==> config.mk <==
export PLATFORM = sky130hd
export DESIGN_NAME = text_frame_bcc_parser
export DESIGN_NICKNAME = d
export VERILOG_FILES = /design/src/rtl/tfbp_pkg.sv /design/src/rtl/tfbp_parser.sv /design/src/rtl/tfbp_emitter.sv /design/src/rtl/text_frame_bcc_parser.sv
export SDC_FILE = /design/constraint.sdc
export NUM_CORES = 1
export LEC_CHECK = 0
export ABC_AREA = 1
export BUFFER_PORTS_ARGS = -buffer_cell sky130_fd_sc_hd__clkbuf_2
export CAP_MARGIN = 10
export CELL_PAD_IN_SITES_DETAIL_PLACEMENT = 1
export CELL_PAD_IN_SITES_GLOBAL_PLACEMENT = 1
export CORE_MARGIN = 1
export CORE_UTILIZATION = 41
export DETAILED_ROUTE_END_ITERATION = 16
export GPL_TIMING_DRIVEN = 1
export HOLD_SLACK_MARGIN = 0.12
export PLACE_DENSITY_LB_ADDON = 0.2
export RECOVER_POWER = 100
export SLEW_MARGIN = 20
export SYNTH_ARGS = -nofsm -noshare
export SYNTH_HDL_FRONTEND = slang
export SYNTH_SLANG_ARGS = --single-unit
==> constraint.sdc <==
create_clock -name clk_i -period 2.07 [get_ports clk_i]
set_clock_uncertainty 0.15 [all_clocks]
set_input_delay 0 -clock clk_i [delete_from_list [all_inputs] [get_ports clk_i]]
set_output_delay 0 -clock clk_i [all_outputs]
set_load 0.1 [all_outputs]
==> src/rtl/tfbp_pkg.sv <==
`timescale 1ns / 1ps
// ----------------------------------------------------------------------------
// tfbp_pkg
// Types and constant tables for the text frame parser.
// ----------------------------------------------------------------------------
package tfbp_pkg;

  typedef enum logic [1:0] {
    KIND_KEY   = 2'd0,
    KIND_VALUE = 2'd1,
    KIND_END   = 2'd2,
    KIND_REPLY = 2'd3
  } kind_e;

  typedef enum logic {
    OP_BYTE = 1'b0,
    OP_IDLE = 1'b1
  } op_e;

  typedef struct packed {
    logic       op;
    logic [7:0] rx_byte;
  } tfbp_in_t;

  typedef struct packed {
    logic [1:0] out_kind;
    logic [7:0] out_byte;
    logic       field_valid;
    logic       frame_status;
    logic       upload_request;
    logic       last;
  } tfbp_out_t;

  // parser -> reply/output stage request
  typedef struct packed {
    logic       valid;
    logic       is_reply;
    logic       ok;
    logic [1:0] kind;
    logic [7:0] data;
    logic       field_valid;
  } tfbp_req_t;

  localparam int unsigned PREFIX_LEN = 5;
  localparam logic [7:0]  PREFIX_BCC = 8'h38;  // XOR of "$X#D#"

  localparam int unsigned REPLY_OK_LEN  = 13;
  localparam int unsigned REPLY_ERR_LEN = 18;

  localparam logic [7:0] CH_AMP   = 8'h26;
  localparam logic [7:0] CH_SEMI  = 8'h3B;
  localparam logic [7:0] CH_COLON = 8'h3A;
  localparam logic [7:0] CH_DOLLAR = 8'h24;

  // "$XA#D#OK&7D\r\n"
  localparam logic [7:0] REPLY_OK [REPLY_OK_LEN] = '{
    8'h24, 8'h58, 8'h41, 8'h23, 8'h44, 8'h23, 8'h4F, 8'h4B,
    8'h26, 8'h37, 8'h44, 8'h0D, 8'h0A
  };

  // "$XA#D#ERR:XOR&43\r\n"
  localparam logic [7:0] REPLY_ERR [REPLY_ERR_LEN] = '{
    8'h24, 8'h58, 8'h41, 8'h23, 8'h44, 8'h23, 8'h45, 8'h52, 8'h52,
    8'h3A, 8'h58, 8'h4F, 8'h52, 8'h26, 8'h34, 8'h33, 8'h0D, 8'h0A
  };

  function automatic logic [7:0] prefix_char(input logic [2:0] idx);
    logic [7:0] ch;
    case (idx)
      3'd0:    ch = 8'h24;
      3'd1:    ch = 8'h58;
      3'd2:    ch = 8'h23;
      3'd3:    ch = 8'h44;
      3'd4:    ch = 8'h23;
      default: ch = 8'h00;
    endcase
    return ch;
  endfunction

  // bit 4 set: not a hex digit
  function automatic logic [4:0] hex_value(input logic [7:0] c);
    logic [4:0] v;
    if (c >= 8'h30 && c <= 8'h39) begin
      v = 5'(c - 8'h30);
    end else if (c >= 8'h41 && c <= 8'h46) begin
      v = 5'(c - 8'h37);
    end else if (c >= 8'h61 && c <= 8'h66) begin
      v = 5'(c - 8'h57);
    end else begin
      v = 5'd16;
    end
    return v;
  endfunction

endpackage

==> src/rtl/tfbp_parser.sv <==
`timescale 1ns / 1ps
// ----------------------------------------------------------------------------
// tfbp_parser
// Frame state, prefix hunt, BCC and field split; registers one request.
// ----------------------------------------------------------------------------
module tfbp_parser #(
  parameter int unsigned MAX_BURST = 256
) (
  input  logic                clk_i,
  input  logic                rst_ni,
  input  logic                in_valid_i,
  output logic                in_ready_o,
  input  tfbp_pkg::tfbp_in_t  in_data_i,
  output tfbp_pkg::tfbp_req_t req_o,
  input  logic                req_take_i
);

  localparam int unsigned BW = $clog2(MAX_BURST + 1);

  typedef enum logic [2:0] {
    PH_HUNT,
    PH_SEG_EMPTY,
    PH_SEG,
    PH_CHK1,
    PH_CHK2
  } phase_e;

  phase_e              phase_q, phase_d;
  logic [2:0]          pidx_q, pidx_d;
  logic [7:0]          bcc_q, bcc_d;
  logic                colon_q, colon_d;
  logic [4:0]          nib_q, nib_d;
  logic [BW-1:0]       burst_q, burst_d;
  tfbp_pkg::tfbp_req_t req_q, req_d;

  logic       accept;
  logic [7:0] c;
  logic [4:0] hv;
  logic [7:0] expected;

  assign in_ready_o = !req_q.valid || req_take_i;
  assign accept     = in_valid_i && in_ready_o;
  assign c          = in_data_i.rx_byte;
  assign hv         = tfbp_pkg::hex_value(c);
  assign req_o      = req_q;

  always_comb begin
    phase_d  = phase_q;
    pidx_d   = pidx_q;
    bcc_d    = bcc_q;
    colon_d  = colon_q;
    nib_d    = nib_q;
    burst_d  = burst_q;
    req_d    = req_q;
    expected = '0;
    if (req_take_i) begin
      req_d.valid = 1'b0;
    end
    if (accept) begin
      req_d = '0;
      if (in_data_i.op == tfbp_pkg::OP_IDLE) begin
        phase_d = PH_HUNT;
        pidx_d  = '0;
        bcc_d   = '0;
        colon_d = 1'b0;
        nib_d   = '0;
        burst_d = '0;
      end else if (burst_q >= BW'(MAX_BURST - 1)) begin
        burst_d = BW'(MAX_BURST);
        phase_d = PH_HUNT;
        pidx_d  = '0;
        bcc_d   = '0;
        colon_d = 1'b0;
        nib_d   = '0;
      end else begin
        burst_d = burst_q + BW'(1);
        unique case (phase_q)
          PH_HUNT: begin
            if (c == tfbp_pkg::prefix_char(pidx_q)) begin
              if (pidx_q == 3'(tfbp_pkg::PREFIX_LEN - 1)) begin
                pidx_d  = '0;
                bcc_d   = tfbp_pkg::PREFIX_BCC;
                colon_d = 1'b0;
                phase_d = PH_SEG_EMPTY;
              end else begin
                pidx_d = pidx_q + 3'd1;
              end
            end else begin
              pidx_d = (c == tfbp_pkg::CH_DOLLAR) ? 3'd1 : 3'd0;
            end
          end
          PH_SEG_EMPTY, PH_SEG: begin
            if (c == tfbp_pkg::CH_AMP) begin
              req_d.valid       = (phase_q == PH_SEG);
              req_d.kind        = tfbp_pkg::KIND_END;
              req_d.field_valid = colon_q;
              colon_d           = 1'b0;
              phase_d           = PH_CHK1;
            end else begin
              bcc_d = bcc_q ^ c;
              if (c == tfbp_pkg::CH_SEMI) begin
                req_d.valid       = (phase_q == PH_SEG);
                req_d.kind        = tfbp_pkg::KIND_END;
                req_d.field_valid = colon_q;
                colon_d           = 1'b0;
                phase_d           = PH_SEG_EMPTY;
              end else if (c == tfbp_pkg::CH_COLON && !colon_q) begin
                colon_d = 1'b1;
                phase_d = PH_SEG;
              end else begin
                req_d.valid = 1'b1;
                req_d.kind  = colon_q ? tfbp_pkg::KIND_VALUE : tfbp_pkg::KIND_KEY;
                req_d.data  = c;
                phase_d     = PH_SEG;
              end
            end
          end
          PH_CHK1: begin
            nib_d   = hv;
            phase_d = PH_CHK2;
          end
          PH_CHK2: begin
            if (nib_q[4]) begin
              expected = '0;
            end else if (hv[4]) begin
              expected = {4'd0, nib_q[3:0]};
            end else begin
              expected = {nib_q[3:0], hv[3:0]};
            end
            req_d.valid    = 1'b1;
            req_d.is_reply = 1'b1;
            req_d.kind     = tfbp_pkg::KIND_REPLY;
            req_d.ok       = (expected == bcc_q);
            phase_d        = PH_HUNT;
            pidx_d         = '0;
            bcc_d          = '0;
            colon_d        = 1'b0;
            nib_d          = '0;
          end
          default: begin
            phase_d = PH_HUNT;
          end
        endcase
      end
    end
  end

  always_ff @(posedge clk_i or negedge rst_ni) begin
    if (!rst_ni) begin
      phase_q <= PH_HUNT;
      pidx_q  <= '0;
      bcc_q   <= '0;
      colon_q <= 1'b0;
      nib_q   <= '0;
      burst_q <= '0;
      req_q   <= '0;
    end else begin
      phase_q <= phase_d;
      pidx_q  <= pidx_d;
      bcc_q   <= bcc_d;
      colon_q <= colon_d;
      nib_q   <= nib_d;
      burst_q <= burst_d;
      req_q   <= req_d;
    end
  end

  a_burst_range: assert property (@(posedge clk_i) disable iff (!rst_ni)
    burst_q <= BW'(MAX_BURST))
    else $error("burst count out of range");

  a_hold_req: assert property (@(posedge clk_i) disable iff (!rst_ni)
    req_q.valid && !req_take_i |=> req_q.valid && $stable(req_q.kind) && $stable(req_q.data))
    else $error("pending request changed before it was taken");

endmodule

==> src/rtl/tfbp_emitter.sv <==
`timescale 1ns / 1ps
// ----------------------------------------------------------------------------
// tfbp_emitter
// Output register; expands a reply request into its byte sequence.
// ----------------------------------------------------------------------------
module tfbp_emitter (
  input  logic                clk_i,
  input  logic                rst_ni,
  input  tfbp_pkg::tfbp_req_t req_i,
  output logic                req_take_o,
  output logic                out_valid_o,
  input  logic                out_ready_i,
  output tfbp_pkg::tfbp_out_t out_data_o
);

  localparam int unsigned IW = $clog2(tfbp_pkg::REPLY_ERR_LEN);

  logic                out_valid_q, out_valid_d;
  tfbp_pkg::tfbp_out_t out_q, out_d;
  logic                busy_q, busy_d;
  logic                ok_q, ok_d;
  logic [IW-1:0]       idx_q, idx_d;

  logic          out_free;
  logic          sel_ok;
  logic [IW-1:0] sel_idx;
  logic [IW-1:0] sel_end;
  logic [7:0]    sel_char;

  assign out_free   = !out_valid_q || out_ready_i;
  assign req_take_o = out_free && !busy_q && req_i.valid;
  assign sel_ok     = busy_q ? ok_q : req_i.ok;
  assign sel_idx    = busy_q ? idx_q : '0;
  assign sel_end    = sel_ok ? IW'(tfbp_pkg::REPLY_OK_LEN - 1)
                             : IW'(tfbp_pkg::REPLY_ERR_LEN - 1);
  assign sel_char   = sel_ok ? tfbp_pkg::REPLY_OK[sel_idx[3:0]]
                             : tfbp_pkg::REPLY_ERR[sel_idx];

  always_comb begin
    out_valid_d = out_valid_q;
    out_d       = out_q;
    busy_d      = busy_q;
    ok_d        = ok_q;
    idx_d       = idx_q;
    if (out_free) begin
      out_valid_d = 1'b0;
      if (busy_q || (req_i.valid && req_i.is_reply)) begin
        out_valid_d          = 1'b1;
        out_d.out_kind       = tfbp_pkg::KIND_REPLY;
        out_d.out_byte       = sel_char;
        out_d.field_valid    = 1'b0;
        out_d.frame_status   = !sel_ok;
        out_d.last           = (sel_idx == sel_end);
        out_d.upload_request = sel_ok && (sel_idx == sel_end);
        ok_d                 = sel_ok;
        busy_d               = (sel_idx != sel_end);
        idx_d                = sel_idx + IW'(1);
      end else if (req_i.valid) begin
        out_valid_d          = 1'b1;
        out_d.out_kind       = req_i.kind;
        out_d.out_byte       = req_i.data;
        out_d.field_valid    = req_i.field_valid;
        out_d.frame_status   = 1'b0;
        out_d.upload_request = 1'b0;
        out_d.last           = 1'b1;
      end
    end
  end

  always_ff @(posedge clk_i or negedge rst_ni) begin
    if (!rst_ni) begin
      out_valid_q <= 1'b0;
      busy_q      <= 1'b0;
      ok_q        <= 1'b0;
      idx_q       <= '0;
    end else begin
      out_valid_q <= out_valid_d;
      busy_q      <= busy_d;
      ok_q        <= ok_d;
      idx_q       <= idx_d;
    end
  end

  always_ff @(posedge clk_i) begin
    out_q <= out_d;
  end

  assign out_valid_o = out_valid_q;
  assign out_data_o  = out_q;

  a_busy_has_output: assert property (@(posedge clk_i) disable iff (!rst_ni)
    busy_q |-> out_valid_q && !out_q.last)
    else $error("reply in progress without a pending byte");

  a_idx_range: assert property (@(posedge clk_i) disable iff (!rst_ni)
    busy_q |-> idx_q < IW'(tfbp_pkg::REPLY_ERR_LEN))
    else $error("reply index out of range");

  a_upload_ok: assert property (@(posedge clk_i) disable iff (!rst_ni)
    out_valid_q && out_q.upload_request |-> out_q.last && !out_q.frame_status)
    else $error("upload request outside the end of an OK reply");

endmodule

==> src/rtl/text_frame_bcc_parser.sv <==
`timescale 1ns / 1ps
// ----------------------------------------------------------------------------
// text_frame_bcc_parser
// ASCII frame parser with XOR block check and reply generation.
// ----------------------------------------------------------------------------
// Takes one byte or idle event per cycle unless stalled. Key, value and
// field-end results pass through the parse register, then the output
// register. A checked frame produces a reply of 13 bytes (OK) or 18 bytes
// (ERR), driven at one byte per cycle from the output register while
// out_ready_i is high; during that time the parse register fills and input
// is held after one more request. Input stalls only while the parse
// register holds a request that the output side cannot take yet. Byte
// number MAX_BURST of a burst and every byte after it until line idle are dropped along with the partial frame.
module text_frame_bcc_parser #(
  parameter int unsigned MAX_BURST = 256
) (
  input  logic                clk_i,
  input  logic                rst_ni,
  input  logic                in_valid_i,
  output logic                in_ready_o,
  input  tfbp_pkg::tfbp_in_t  in_data_i,
  output logic                out_valid_o,
  input  logic                out_ready_i,
  output tfbp_pkg::tfbp_out_t out_data_o
);

  tfbp_pkg::tfbp_req_t req;
  logic                req_take;

  tfbp_parser #(
    .MAX_BURST (MAX_BURST)
  ) u_parser (
    .clk_i      (clk_i),
    .rst_ni     (rst_ni),
    .in_valid_i (in_valid_i),
    .in_ready_o (in_ready_o),
    .in_data_i  (in_data_i),
    .req_o      (req),
    .req_take_i (req_take)
  );

  tfbp_emitter u_emitter (
    .clk_i       (clk_i),
    .rst_ni      (rst_ni),
    .req_i       (req),
    .req_take_o  (req_take),
    .out_valid_o (out_valid_o),
    .out_ready_i (out_ready_i),
    .out_data_o  (out_data_o)
  );

endmodule
[Yosys cells after proc, flatten, opt, wreduce, memory -nomap -nowiden]
Memories as Yosys holds them, arrays and structs flattened.
Cells that the tools add are included.
Cells by class
  shifts and indexed selects: 0
  div/mod/pow operators: 0
  bitwise logic cells: 3
  reductions and logical operators: 33
  $mul: 0
  add/sub/neg operators: 6
  mux-type cells: 77
  eq/ne operators: 20
  magnitude comparators: 9
Operator list (number)
  $mux W8: 22
  $mux W14: 4
  $mux W9: 4
  $mux W5: 7
  $eq A8 B6 Y1 const B: 4
  $pmux W7 S4: 1
  $mux W3: 9
  $pmux W8 S3: 1
  $mux W1: 18
  $eq A8 B8 Y1: 2
  $ge A8 B7 Y1 const B: 2
  $le A8 B7 Y1 const B: 2
  $sub A5 B5 Y5 const B: 3
  $eq A3 B2 Y1 const B: 4
  $mux W12: 1
  $pmux W5 S2: 1
  $reduce_and A5 Y1: 2
  $add A9 B1 Y9 const B: 1
  $ge A9 B8 Y1 const B: 1
  $logic_and A1 B1 Y1: 9
  $pmux W3 S3: 1
  $ge A8 B6 Y1 const B: 1
  $le A8 B6 Y1 const B: 1
  $mux W2: 4
  other kinds (27): 43
Storage, ports and cells
  RAM bits: 0
  register bits after elaboration: 65
  output and inout bits: 16
  memory bits (read-only): 384
  memories: 2
  latch bits: 0
Memories
  (no name shown): words 32, bits a word 8, rd ports 1, clocked after Yosys merged registers in 0, wr ports 0, RTL line tfbp_emitter.sv:37  | : tfbp_pkg::REPLY_ERR[sel_idx];
  (no name shown): words 16, bits a word 8, rd ports 1, clocked after Yosys merged registers in 0, wr ports 0, RTL line tfbp_emitter.sv:36  | assign sel_char = sel_ok ? tfbp_pkg::REPLY_OK[sel_idx[3:0]]

[Longest topological paths before layout]
  depth after elaboration: 16
  depth in mapped cells: 16

[By module]
Synthesis repeated with hierarchy kept, for this count alone.
Unflattened totals
  cell total of the unflattened synthesis: 599
  area total of the unflattened synthesis: 4453.0 µm²
Modules (own cells, without submodules)
  tfbp_parser: instances 1, cells an instance 398, area each 2931.6 µm², seq. area each 1076.0 µm²
  tfbp_emitter: instances 1, cells an instance 201, area each 1521.5 µm², seq. area each 620.6 µm²

[Worst setup path before layout]
No wires, ideal clock.
  kind: register to register
  start point: register u_emitter.out_valid_q (netlist: u_emitter.out_valid_o)
  end point: register u_parser.req_q, in the netlist u_parser.req_o[2]
  slack: -566 ps
  period minus slack after synthesis: 2636 ps
  arrival time: 2357 ps
  required time: 1792 ps
  stages on the path, launching flop included: 12
  path buffers: 0
  cells stage by stage: dfrtp_1 nand2_1 nand2_1 nand2_2 nand2_4 inv_4 nand2_1 nor2_2 nand2_1 inv_2 nand3_2 o22ai_1
Between the ends
  longest elaborated chain between the ends: 6
RTL lines
  start: declaration: RTL line tfbp_emitter.sv:18  | logic out_valid_q, out_valid_d;
  start signal: assignment: RTL line tfbp_emitter.sv:77  | out_valid_q <= out_valid_d;
  $logic_not A1 Y1: RTL line tfbp_emitter.sv:30  | assign out_free = !out_valid_q || out_ready_i;
  $logic_or A1 B1 Y1: RTL line tfbp_emitter.sv:30
  $logic_and A1 B1 Y1 (2 in series): RTL line tfbp_emitter.sv:31  | assign req_take_o = out_free && !busy_q && req_i.valid;
  $logic_or A1 B1 Y1: RTL line tfbp_parser.sv:41  | assign in_ready_o = !req_q.valid || req_take_i;
  via in_ready_o: RTL line text_frame_bcc_parser.sv:20  | output logic in_ready_o,
  $logic_and A1 B1 Y1: RTL line tfbp_parser.sv:42  | assign accept = in_valid_i && in_ready_o;
  end signal: assignment: RTL line tfbp_parser.sv:164  | req_q <= req_d;
  end: declaration: RTL line tfbp_parser.sv:34  | tfbp_pkg::tfbp_req_t req_q, req_d;
The timed path passes the listed nets, and every way through them passes these cells.
A chain may end at the register's enable or synchronous reset.

[Final worst setup path]
  start point: register u_parser.burst_q[1]
  end point: register u_parser.nib_q[1]
Between the ends
  longest elaborated chain between the ends: 3
  elaborated cells between the ends (all ways): 5
  those cells by class: 1 x order compare; 2 x mux; 2 x reduce/logical
RTL lines
  start: declaration: RTL line tfbp_parser.sv:33  | logic [BW-1:0] burst_q, burst_d;
  start signal: assignment: RTL line tfbp_parser.sv:163  | burst_q <= burst_d;
  $ge A9 B8 Y1 *: RTL line tfbp_parser.sv:68  | end else if (burst_q >= BW'(MAX_BURST - 1)) begin
  $reduce_bool A4 Y1 (no line) / $mux W5 (equally long branches)
  $reduce_and A2 Y1 (no line) / $mux W5 (equally long branches)
  end signal: assignment: RTL line tfbp_parser.sv:162  | nib_q <= nib_d;
  end: declaration: RTL line tfbp_parser.sv:32  | logic [4:0] nib_q, nib_d;
Every way passes the cells marked *; elsewhere a longest branch is shown, timed or not.

==> metrics.cfg <==
[final_layout]
fin_area_um2=5720
drive_gt1_share_pct=29.9
syn_to_final_growth_pct=35.4
finalNetCount=708
diodes=0
final_common_cell=nand2_1
stdcell_count=816
seqCellArea_um2=1700
final_cell_mix=nand2_1, inv_1, buf_4
nFillCells=1219
multiInputGateArea_um2=2530

[critical_path]
critPathKind=reg -> reg
critical_path_depth=14
cpPeakStageDelay_ns=0.39
cp_top_family=simple AND/OR/NAND/NOR gates
worstPathCellList=ha_2 > nand2_2 > nor2_1 > nand2_1 > nor2_2 > ha_2 > nor2_2 > nand2_2 > nor2_4 > nand2_4 > o21ai_4 > buf_6 > nand2_2 > o41ai_1
reg2reg_depth=14
crit_top_cell=nand2_2
path_max_fanout=8
required_ns=2.15
critPathSlowestCell=dfrtp_1
r2r_setup_slack_ns=-0.30
startpoint_type=register
crit_path_end_kind=register
worstPathArrival_ns=2.44
crit_buf_inv=1

[sta]
maxSlewHeadroom_pct=21.8
maxClockFrequency_mhz=423
finalSetupViolCount=56
tightest_slew_ns=1.18
maxSlewViolCount=0
fin_ws_ns=-0.295
rsz0062_at_grt=yes
fin_setup_tns_ns=-7.92
period_share_pct=114
hold_violations=0
post-route-min-period_ns=2.37

[die]
die_y_um=103
start_util_pct=42.8
fp.dieArea_um2=10700
core.rowCount=36
die-width_um=103
io_pins=29
core_area_um2=9860

[power_and_ir_drop]
combPwrFrac_pct=56.0
vdd_ir_drop_max_uv=1210
pwr-share-clk_pct=16.0
p_sw_mw=3.75
p_int_mw=3.68
seqPwrFrac_pct=27.9
leakagePower_nw=2.71
power.density_nw_per_um2=1300
totalPowerFinal_mw=7.43
power_switching_share_pct=50.4

[global_routing]
antenna_found_initial=0
first_global_vias=4556
grt_pass1_wl_um=22200
track_usage_pct=27.8
grt_remaining_overflow=0
grt_max_degree=52

[outcome]
violations=negative setup slack
status=finished, violations left

[synth]
synth_top_area_cell=dfrtp_1
post_synth_main_area_contributors=dfrtp_1, nand2_1, edfxtp_1, inv_1, ha_1
synth_area_um2=4220
yosysSeqAreaShare_pct=40.2
yosysWarnings=0
yosysUniqueCellTypes=43
syn_nets=593
synthCells=563
ys_ff_latch=65
synth_top_cell_area_share_pct=30.2
post_synth.cell_area_avg_um2=7.50

[place]
detailedPlace.worstSlack_ns=-0.341
dp_cells=774
dp_hpwl_um=10200
place.gp.congestion=0.895
dpl_cell_area_um2=5000
portBuffers=28

[flow_run]
cap_violations=0

[clock_network]
cts_made_buffers=9
h-tree-depth=3
clk_transition_reported_paths_ns=0.08
worstSkewPairLatency_ns=0.34
cts_tree=done
cts_sinks=65
cts_buffer_depth=2
cts_root_buffer=clkbuf_8

[detailed_routing]
first_pass_iters=5
route.detailed.drc=0
vias=4331
drt_wl_total_um=14300
drt_iter0_drc=144
postRouteAntennaNets=0
post_drt_wl_per_cell_um=17.6
avgViaCountPerCell=5.31

[hold_path]
hp-class=in -> reg
min_path_cells=7

-- synthesized netlist by cell type --
master     instances
nand4_4            1
o221ai_1           4
xnor2_1            6
o211ai_1           2
nand2_4            3
nor4_1             1
a22o_1             1
nand3b_1           4
dfrtp_1           51
inv_4              1
buf_6              2
o21ai_1            6
a21oi_2            1
nand2_1          152
edfxtp_1          14
o221a_2            1
nand2_2           10
nand4_1            5
nor2_1            55
clkbuf_1           1
inv_2              8
o31ai_1            4
xor2_1             4
o21ai_2            7
o32ai_1            1
o21ai_0           28
nor3_1             6
o41ai_1            6
clkinv_1           2
a31oi_1            2
ha_1              17
buf_2              6
nand3_2            3
o21a_1             1
a21oi_1           18
or2_2              1
o2111ai_1          2
nand3_1           38
nor2_2             7
a221oi_1           1
o22ai_1            8
inv_1             71
o21bai_1           1
-- cell type report --
class	count	area share, %
well taps	133	2.91
clock inverters	5	1.40
inverters	82	5.56
multi-input cells	408	44.2
flip-flops and latches	65	29.7
repair buffers	112	13.9
clock buffers	11	2.30
-- tightest hold or removal path, delay by kind of cell --
family | cells | cell delay, ns
and+or+nand+nor | 4 | 0.41
buffers and inverters | 2 | 0.17
AOI/OAI and AO/OA | 1 | 0.10
-- per-layer routing --
layer / wire (um) / global-route usage, % / vias up
met5: 0 / 0 / -
met4: 506 / 14.0 / 0
met3: 383 / 4.44 / 36
met2: 7280 / 49.8 / 95
met1: 6160 / 32.2 / 2120
li1: - / - / 2080
-- flip-flops by register name, indices dropped and copies added (netlist names), 3 cells and up --
signal / cells
u_parser.burst_q: 9
u_parser.req_o: 14
u_emitter.idx_q: 5
u_parser.phase_q: 3
u_parser.nib_q: 5
u_parser.bcc_q: 8
u_emitter.out_data_o: 14
u_parser.pidx_q: 3
-- through the flow --
stage | hold slack, ns | util (%)
floorplan | -0.446 | -
global placement | -0.129 | 50.7
detailed placement | -0.128 | 50.7
CTS | 0.146 | 55.9
global route | 0.255 | 58.0
finish | 0.220 | 58.0
-- power by group through the flow --
stage,sequential [mW],clock [mW],combinational [mW]
after floorplan,2.97,0,1.65
after global placement,2.04,0,3.64
after detailed placement,2.06,0,3.77
after CTS,2.05,1.21,3.97
after global routing,2.12,1.26,4.48
final,2.08,1.19,4.16
-- worst paths after layout --
check | start | to
hold / removal | in_data_i[1] | u_parser.nib_q[3]
max in group asynchronous | rst_ni | u_emitter.out_valid_o
setup / recovery | u_parser.burst_q[1] | u_parser.nib_q[1]
hold reg to reg | u_parser.req_o[12] | u_parser.req_o[12]
min in group asynchronous | rst_ni | u_parser.burst_q[7]
setup reg to reg | u_parser.burst_q[1] | u_parser.nib_q[1]
-- kinds of logic (layout without fill, tap and decap cells) --
kind of cell	after synthesis	in the layout	synth area share, %
AOI/OAI and AO/OA	94	94	14.1
xor gates and xnor gates	10	10	2.07
adders and majority gates	17	17	5.04
buffers and inverters	91	210	8.68
DFF	65	65	40.2
and+or+nand+nor	286	287	29.9
-- repair_timing --
item                                   CTS  global route
gates cloned                             1             0
hold buffers                            13             0
setup endpoints to repair               42            51
pin swaps                               14             9
resized for setup                       29            56
endpoints found under the hold margin   91             0
buffers inserted                         6             6
Power figures use the tool's default switching activity.
